File: src/sv/mdc_pkg.sv
// Shared types and constants for the mouse double-click detector.
package mdc_pkg;

   localparam int NUM_BUTTONS = 10;
   localparam int BTN_IDX_W   = $clog2(NUM_BUTTONS);
   localparam logic [4:0] BTN_LIMIT = 5'(NUM_BUTTONS);
   localparam logic [BTN_IDX_W-1:0] SCAN_FIRST = BTN_IDX_W'(1);
   localparam logic [BTN_IDX_W-1:0] SCAN_LAST  = BTN_IDX_W'(NUM_BUTTONS - 1);

   localparam logic [15:0] WINDOW_RESET   = 16'd300;
   localparam logic [7:0]  DISTANCE_RESET = 8'd2;

   typedef enum logic {
      REG_WINDOW   = 1'b0,
      REG_DISTANCE = 1'b1
   } reg_index_type;

   typedef enum logic [1:0] {
      OP_PRESS       = 2'd0,
      OP_RELEASE     = 2'd1,
      OP_MOTION      = 2'd2,
      OP_RELEASE_ALL = 2'd3
   } op_type;

   typedef enum logic [1:0] {
      EV_DOWN   = 2'd0,
      EV_DCLICK = 2'd1,
      EV_UP     = 2'd2,
      EV_MOVE   = 2'd3
   } kind_type;

   typedef enum logic [2:0] {
      ST_IDLE,
      ST_CMP_T,
      ST_CMP_X,
      ST_CMP_Y,
      ST_EMIT,
      ST_SCAN
   } state_type;

   typedef struct packed {
      op_type             operation;
      logic [31:0]        event_time;
      logic [3:0]         button;
      logic signed [15:0] pos_x;
      logic signed [15:0] pos_y;
      logic               shift_down;
      logic               alt_down;
      logic               ctrl_down;
   } req_type;

   typedef struct packed {
      kind_type           event_kind;
      logic [31:0]        out_time;
      logic signed [15:0] out_x;
      logic signed [15:0] out_y;
      logic [3:0]         out_button;
      logic [2:0]         modifier_mask;
      logic               last_of_run;
   } rsp_type;

   // Operands for the shared difference and limit compare unit.
   typedef struct packed {
      logic [31:0] a;
      logic [31:0] b;
      logic [31:0] limit;
      logic        abs_mode;
   } cmp_op_type;

endpackage

File: src/sv/mdc_cmp_unit.sv
// Shared subtract, magnitude and limit compare unit.
module mdc_cmp_unit
   import mdc_pkg::*;
(
   input  cmp_op_type op,
   output logic       in_limit
);

   logic [31:0] diff;
   logic [31:0] mag;

   always_comb begin
      diff = op.a - op.b;
      // Coordinates arrive sign-extended, so the difference fits and its top bit is the sign.
      if (op.abs_mode && diff[31]) begin
         mag = 32'd0 - diff;
      end else begin
         mag = diff;
      end
      in_limit = (mag <= op.limit);
   end

endmodule

File: src/sv/mouse_event_double_click.sv
// Top level of the mouse double-click detector: sequencer, state and output register.
//
//   channel   ports                        direction   payload
//   request   req_valid/req_ready          in          req_type
//   result    rsp_valid/rsp_ready          out         rsp_type
//   config    csr_we/csr_index/csr_wdata   in          16-bit write data
//
// A press goes through accept, time, x and y compares on the shared unit, then output.
// Release and motion: accept, then output; motion to an unchanged position emits no result.
// Release-all goes through accept, then a scan of button slots 1..9.
// A new request is taken only in the idle state; a result waits in the output register,
// and the output step stalls while that register is still full and not taken.
// Reset is synchronous, clears control and flag registers and restores the register defaults.
module mouse_event_double_click
   import mdc_pkg::*;
(
   input  logic        clock,
   input  logic        reset,
   input  logic        req_valid,
   output logic        req_ready,
   input  req_type     req_data,
   output logic        rsp_valid,
   input  logic        rsp_ready,
   output rsp_type     rsp_data,
   input  logic        csr_we,
   input  logic        csr_index,
   input  logic [15:0] csr_wdata
);

   state_type state_ff, state_in;
   req_type   req_ff, req_in;
   logic      match_ff, match_in;
   logic [BTN_IDX_W-1:0] scan_ff, scan_in;
   logic [NUM_BUTTONS-1:0] held_ff, held_in;
   logic        click_valid_ff, click_valid_in;
   logic [3:0]  click_button_ff, click_button_in;
   logic [31:0] click_time_ff, click_time_in;
   logic signed [15:0] click_x_ff, click_x_in;
   logic signed [15:0] click_y_ff, click_y_in;
   logic        ptr_valid_ff, ptr_valid_in;
   logic signed [15:0] ptr_x_ff, ptr_x_in;
   logic signed [15:0] ptr_y_ff, ptr_y_in;
   logic [15:0] window_ff, window_in;
   logic [7:0]  distance_ff, distance_in;
   logic        rsp_valid_ff, rsp_valid_in;
   rsp_type     rsp_data_ff, rsp_data_in;

   cmp_op_type cmp_op;
   logic       cmp_within;
   logic       slot_free;
   logic       motion_same;
   logic       btn_in_range;
   logic       scan_bit;
   logic [NUM_BUTTONS-1:0] held_rest;

   mdc_cmp_unit u_cmp (
      .op       (cmp_op),
      .in_limit (cmp_within)
   );

   assign req_ready = (state_ff == ST_IDLE);
   assign rsp_valid = rsp_valid_ff;
   assign rsp_data  = rsp_data_ff;

   assign slot_free    = !rsp_valid_ff || rsp_ready;
   assign motion_same  = ptr_valid_ff && (req_ff.pos_x == ptr_x_ff) && (req_ff.pos_y == ptr_y_ff);
   assign btn_in_range = ({1'b0, req_ff.button} < BTN_LIMIT);
   assign scan_bit     = held_ff[scan_ff];
   assign held_rest    = held_ff >> scan_ff;

   // Next state.
   always_comb begin
      state_in = state_ff;
      unique case (state_ff)
         ST_IDLE: begin
            if (req_valid) begin
               unique case (req_data.operation)
                  OP_PRESS:       state_in = ST_CMP_T;
                  OP_RELEASE_ALL: state_in = ST_SCAN;
                  default:        state_in = ST_EMIT;
               endcase
            end
         end
         ST_CMP_T: state_in = ST_CMP_X;
         ST_CMP_X: state_in = ST_CMP_Y;
         ST_CMP_Y: state_in = ST_EMIT;
         ST_EMIT: begin
            if ((req_ff.operation == OP_MOTION && motion_same) || slot_free) begin
               state_in = ST_IDLE;
            end
         end
         ST_SCAN: begin
            if ((!scan_bit || slot_free) && scan_ff == SCAN_LAST) begin
               state_in = ST_IDLE;
            end
         end
         default: state_in = ST_IDLE;
      endcase
   end

   // Datapath and outputs.
   always_comb begin
      req_in          = req_ff;
      match_in        = match_ff;
      scan_in         = scan_ff;
      held_in         = held_ff;
      click_valid_in  = click_valid_ff;
      click_button_in = click_button_ff;
      click_time_in   = click_time_ff;
      click_x_in      = click_x_ff;
      click_y_in      = click_y_ff;
      ptr_valid_in    = ptr_valid_ff;
      ptr_x_in        = ptr_x_ff;
      ptr_y_in        = ptr_y_ff;
      window_in       = window_ff;
      distance_in     = distance_ff;
      rsp_valid_in    = rsp_valid_ff && !rsp_ready;
      rsp_data_in     = rsp_data_ff;
      cmp_op          = '0;

      if (csr_we) begin
         unique case (reg_index_type'(csr_index))
            REG_WINDOW:   window_in   = csr_wdata;
            REG_DISTANCE: distance_in = csr_wdata[7:0];
            default:      ;
         endcase
      end

      unique case (state_ff)
         ST_IDLE: begin
            if (req_valid) begin
               req_in  = req_data;
               scan_in = SCAN_FIRST;
            end
         end
         ST_CMP_T: begin
            cmp_op.a     = req_ff.event_time;
            cmp_op.b     = click_time_ff;
            cmp_op.limit = {16'd0, window_ff};
            match_in = click_valid_ff && (req_ff.button == click_button_ff) && cmp_within;
         end
         ST_CMP_X: begin
            cmp_op.a        = {{16{req_ff.pos_x[15]}}, req_ff.pos_x};
            cmp_op.b        = {{16{click_x_ff[15]}}, click_x_ff};
            cmp_op.limit    = {24'd0, distance_ff};
            cmp_op.abs_mode = 1'b1;
            match_in = match_ff && cmp_within;
         end
         ST_CMP_Y: begin
            cmp_op.a        = {{16{req_ff.pos_y[15]}}, req_ff.pos_y};
            cmp_op.b        = {{16{click_y_ff[15]}}, click_y_ff};
            cmp_op.limit    = {24'd0, distance_ff};
            cmp_op.abs_mode = 1'b1;
            match_in = match_ff && cmp_within;
         end
         ST_EMIT: begin
            if (!(req_ff.operation == OP_MOTION && motion_same) && slot_free) begin
               rsp_valid_in              = 1'b1;
               rsp_data_in.out_time      = req_ff.event_time;
               rsp_data_in.out_x         = req_ff.pos_x;
               rsp_data_in.out_y         = req_ff.pos_y;
               rsp_data_in.out_button    = req_ff.button;
               rsp_data_in.modifier_mask = 3'd0;
               rsp_data_in.last_of_run   = 1'b1;
               unique case (req_ff.operation)
                  OP_PRESS: begin
                     rsp_data_in.event_kind    = match_ff ? EV_DCLICK : EV_DOWN;
                     rsp_data_in.modifier_mask = {req_ff.ctrl_down, req_ff.alt_down,
                                                  req_ff.shift_down};
                     if (btn_in_range) begin
                        held_in[req_ff.button[BTN_IDX_W-1:0]] = 1'b1;
                     end
                     click_valid_in  = 1'b1;
                     click_button_in = req_ff.button;
                     click_time_in   = req_ff.event_time;
                     click_x_in      = req_ff.pos_x;
                     click_y_in      = req_ff.pos_y;
                     ptr_valid_in    = 1'b1;
                     ptr_x_in        = req_ff.pos_x;
                     ptr_y_in        = req_ff.pos_y;
                  end
                  OP_RELEASE: begin
                     rsp_data_in.event_kind = EV_UP;
                     if (btn_in_range) begin
                        held_in[req_ff.button[BTN_IDX_W-1:0]] = 1'b0;
                     end
                  end
                  default: begin
                     rsp_data_in.event_kind = EV_MOVE;
                     rsp_data_in.out_button = 4'd0;
                     ptr_valid_in = 1'b1;
                     ptr_x_in     = req_ff.pos_x;
                     ptr_y_in     = req_ff.pos_y;
                  end
               endcase
            end
         end
         ST_SCAN: begin
            if (scan_bit && slot_free) begin
               rsp_valid_in              = 1'b1;
               rsp_data_in.event_kind    = EV_UP;
               rsp_data_in.out_time      = req_ff.event_time;
               rsp_data_in.out_x         = 16'sd0;
               rsp_data_in.out_y         = 16'sd0;
               rsp_data_in.out_button    = 4'(scan_ff);
               rsp_data_in.modifier_mask = 3'd0;
               // Last when no held button remains above the current slot.
               rsp_data_in.last_of_run   = ((held_rest >> 1) == '0);
               held_in[scan_ff]          = 1'b0;
            end
            if (!scan_bit || slot_free) begin
               scan_in = scan_ff + 1'b1;
               if (scan_ff == SCAN_LAST) begin
                  click_valid_in = 1'b0;
               end
            end
         end
         default: ;
      endcase
   end

   always_ff @(posedge clock) begin
      if (reset) begin
         state_ff       <= ST_IDLE;
         held_ff        <= '0;
         click_valid_ff <= 1'b0;
         ptr_valid_ff   <= 1'b0;
         window_ff      <= WINDOW_RESET;
         distance_ff    <= DISTANCE_RESET;
         rsp_valid_ff   <= 1'b0;
         match_ff       <= 1'b0;
         scan_ff        <= SCAN_FIRST;
      end else begin
         state_ff       <= state_in;
         held_ff        <= held_in;
         click_valid_ff <= click_valid_in;
         ptr_valid_ff   <= ptr_valid_in;
         window_ff      <= window_in;
         distance_ff    <= distance_in;
         rsp_valid_ff   <= rsp_valid_in;
         match_ff       <= match_in;
         scan_ff        <= scan_in;
      end
   end

   always_ff @(posedge clock) begin
      req_ff          <= req_in;
      click_button_ff <= click_button_in;
      click_time_ff   <= click_time_in;
      click_x_ff      <= click_x_in;
      click_y_ff      <= click_y_in;
      ptr_x_ff        <= ptr_x_in;
      ptr_y_ff        <= ptr_y_in;
      rsp_data_ff     <= rsp_data_in;
   end

endmodule
File: config.mk
export PLATFORM = sky130hd
export DESIGN_NAME = mouse_event_double_click
export DESIGN_NICKNAME = d
export VERILOG_FILES = /design/src/sv/mdc_pkg.sv /design/src/sv/mdc_cmp_unit.sv /design/src/sv/mouse_event_double_click.sv
export SDC_FILE = /design/constraint.sdc
export NUM_CORES = 1
export LEC_CHECK = 0
export ABC_AREA = 1
export BUFFER_PORTS_ARGS = -buffer_cell sky130_fd_sc_hd__buf_2
export CAP_MARGIN = 20
export CELL_PAD_IN_SITES_DETAIL_PLACEMENT = 1
export CELL_PAD_IN_SITES_GLOBAL_PLACEMENT = 2
export CORE_MARGIN = 3
export CORE_UTILIZATION = 34
export DETAILED_ROUTE_END_ITERATION = 16
export MAX_ROUTING_LAYER = met4
export PLACE_DENSITY = 0.88
export SETUP_SLACK_MARGIN = 0.4
export SLEW_MARGIN = 20
export SYNTH_ARGS = -nofsm -noshare
export SYNTH_HDL_FRONTEND = slang
export SYNTH_SLANG_ARGS = --single-unit
File: constraint.sdc
create_clock -name clock -period 5.2 [get_ports clock]
set_input_delay 0.52 -clock clock [delete_from_list [all_inputs] [get_ports clock]]
set_output_delay 0.52 -clock clock [all_outputs]
set_load 0.02 [all_outputs]
==> results.yml <==
run_status:
  status: "finished clean"
setup_path:
  cpPeakStageDelay_ns: 0.35
  cpMostUsedCell: "nand2_1"
  cp_max_fo: 8
  cp-start-kind: "flip-flop"
  critical_path_required_ns: 5.66
  critPathCaptureType: "flip-flop"
  crit_path_top_delay_cell: "dfxtp_4"
  worstPathArrival_ns: 5.36
  critPathKind: "flip-flop to flip-flop"
timing:
  clock_skew_ns: 0.02739
  tns_ns: 0
  worst_slew_pin_slew_ns: 1.048
  worst_slack_ns: 0.3052
  final.period_utilization_pct: 94.13
  setup_viol: 0
  rsz0062_at_grt: "true"
  hold_viol: 0
  fin_crit_ns: 4.895
  slew_headroom_pct: 29.96
  fmax_mhz: 204.3
  slew_violations: 0
place:
  place_hpwl_um: 33400
  gp_congestion: 0.8637
  dp_worst_setup_slack_ns: -0.01364
  numPortBuffers: 170
clocking:
  numCtsBuffers: 34
  clock_latency_ns: 0.55
  cts_tree: "done"
  clockBufferDepth: 3
  root_buffer: "clkbuf_16"
  clkTransAtPathRegs_ns: 0.06
  clock-sinks: 292
  h-tree-depth: 2
yosys:
  yosys_warnings: 0
  synthTopCellsByArea: "edfxtp_1, nand2_1, dfxtp_1"
  synth_most_common_cell: "nand2_1"
  synthFlopType: "edfxtp_1"
  synthArstFlopShare_pct: 0
  synthCells: 1686
  synth_top_area_share_pct: 49.07
  syn_nets: 1835
  synth_largest_area_cell: "edfxtp_1"
  ys_top_cells_by_count: "nand2_1, edfxtp_1, inv_1"
  syn_area_um2: 15110
  avgSynthCellArea_um2: 8.965
  ys_ff_latch: 292
  synth-seq-area-share_pct: 55.03
  synth_edf_count: 247
  ys_types: 46
global_route:
  use_met3_pct: 3.435
  met2_usage_pct: 35.64
  top_usage_layer: "met2"
  use_met1_pct: 24.90
  grt_max_degree: 61
  antenna_found_initial: 1
  grt_pass1_wl_um: 73860
  overflow: 0
  grt_pass1_vias: 13534
  grt.total_usage_pct: 20.45
floorplan:
  core_um2: 43460
  rows: 76
  design.die.area_um2: 47020
  ios: 171
  die_h_um: 216.8
  start_util_pct: 34.78
  die_x_um: 216.8
detailed_routing:
  drc: 0
  wl_per_cell_um: 18.63
  vias: 12740
  vias_per_cell: 4.946
  finalWirelength_um: 47980
  ant_nets: 0
  drtPass1Iterations: 5
  drt_iter0_markers: 689
run:
  drv.max_cap_violation_count: 0
layout:
  syn2layout_area_growth_pct: 29.12
  drive_above_1_share_pct: 24.97
  fin_util_pct: 44.91
  final_nets: 2114
worst_hold_path:
  min_path_type: "primary input to flip-flop"
==> final timing paths <==
path | startpoint | end | slack (ns) | cells past startpoint
setup / recovery | state_ff[0]$_SDFFE_PP0P_ | match_ff$_SDFFE_PP0P_ | 0.31 | 36
setup reg to reg | state_ff[0]$_SDFFE_PP0P_ | match_ff$_SDFFE_PP0P_ | 0.31 | 36
hold reg to reg | window_ff[2]$_SDFFE_PP1P_ | window_ff[2]$_SDFFE_PP1P_ | 0.46 | 2
hold / removal | req_data[51] | req_ff[51]$_DFFE_PP_ | 0.15 | 1
==> area by class of cell <==
type                       instances  area [um2]
clock buffer                      42       912.1
inverter                         230       875.8
sequential                       292        8327
fill                            5000       23940
tap                              585       732.0
antenna                            1       2.502
timing repair buffer             280        1981
clock inverter                    19       196.4
multi-input combinational       1127        6490
==> stage by stage <==
step / hold WS [ns] / cells / area (um2)
after floorplan: 0.4292 / 1686 / 15110
after global placement: 0.4482 / 2429 / 16760
after detailed placement: 0.4550 / 2429 / 16760
after CTS: 0.1169 / 2536 / 18650
after global routing: 0.1195 / 2576 / 19520
final: 0.1452 / 2576 / 19520
==> per-layer routing <==
layer / routed length (um) / share of wire [%]
met4: 996 / 2.1
met1: 20730 / 43
met2: 24290 / 51
met3: 1962 / 4.1
met5: 0 / 0
==> registers in the layout, summed over array words and instances (netlist names), 8 cells and up, named ones only <==
register,cells
distance_ff,8
click_y_ff,16
click_time_ff,32
window_ff,16
req_ff,73
ptr_x_ff,16
rsp_data,74
click_x_ff,16
ptr_y_ff,16
==> cells in the final DEF, fill, tap and decap left out, types with 19 or more instances in the layout <==
cell	Yosys	final
nand2_1	481	430
edfxtp_1	247	247
inv_1	223	211
buf_2	1	170
nor2_1	156	138
buf_4	1	81
o21ai_0	77	73
nand3_1	82	69
a21oi_1	79	62
nand2_2	6	47
dfxtp_1	45	42
clkbuf_16	0	38
ha_1	53	35
xor2_1	32	31
nor2_4	2	20
nand3b_1	20	20
nand4_1	19	19
==> cells by family (layout without fill, tap and decap cells) <==
family	count (synthesis)	in the layout	synth area share [%]
AOI/OAI and AO/OA	220	220	8.469
adders and majority gates	54	54	4.520
xor gates and xnor gates	47	47	2.724
buffers and inverters	267	571	6.763
DFF	292	292	55.03
and+or+nand+nor	806	806	22.49
other	0	1	0
==> critical path, delay by kind of cell (launching register included) <==
family | cells | cell delay [ns]
AO/OA/AOI/OAI | 8 | 1.03
adder cells (fa/ha/maj) | 2 | 0.61
buffers and inverters | 8 | 0.89
AND/OR/NAND/NOR | 17 | 1.70
flip-flops | 1 | 0.35
XOR/XNOR | 1 | 0.18
==> repair_timing <==
item                                    in CTS  in global routing
hold buffers                                 0                  0
resized for setup                          101                114
buffers inserted                            42                 35
cloned                                       4                  3
endpoints found under the setup margin       1                  1
pin swaps                                   54                 82
Power is not shown: default switching activity piles up to over one toggle a cycle in this logic, so the estimate is an artifact.
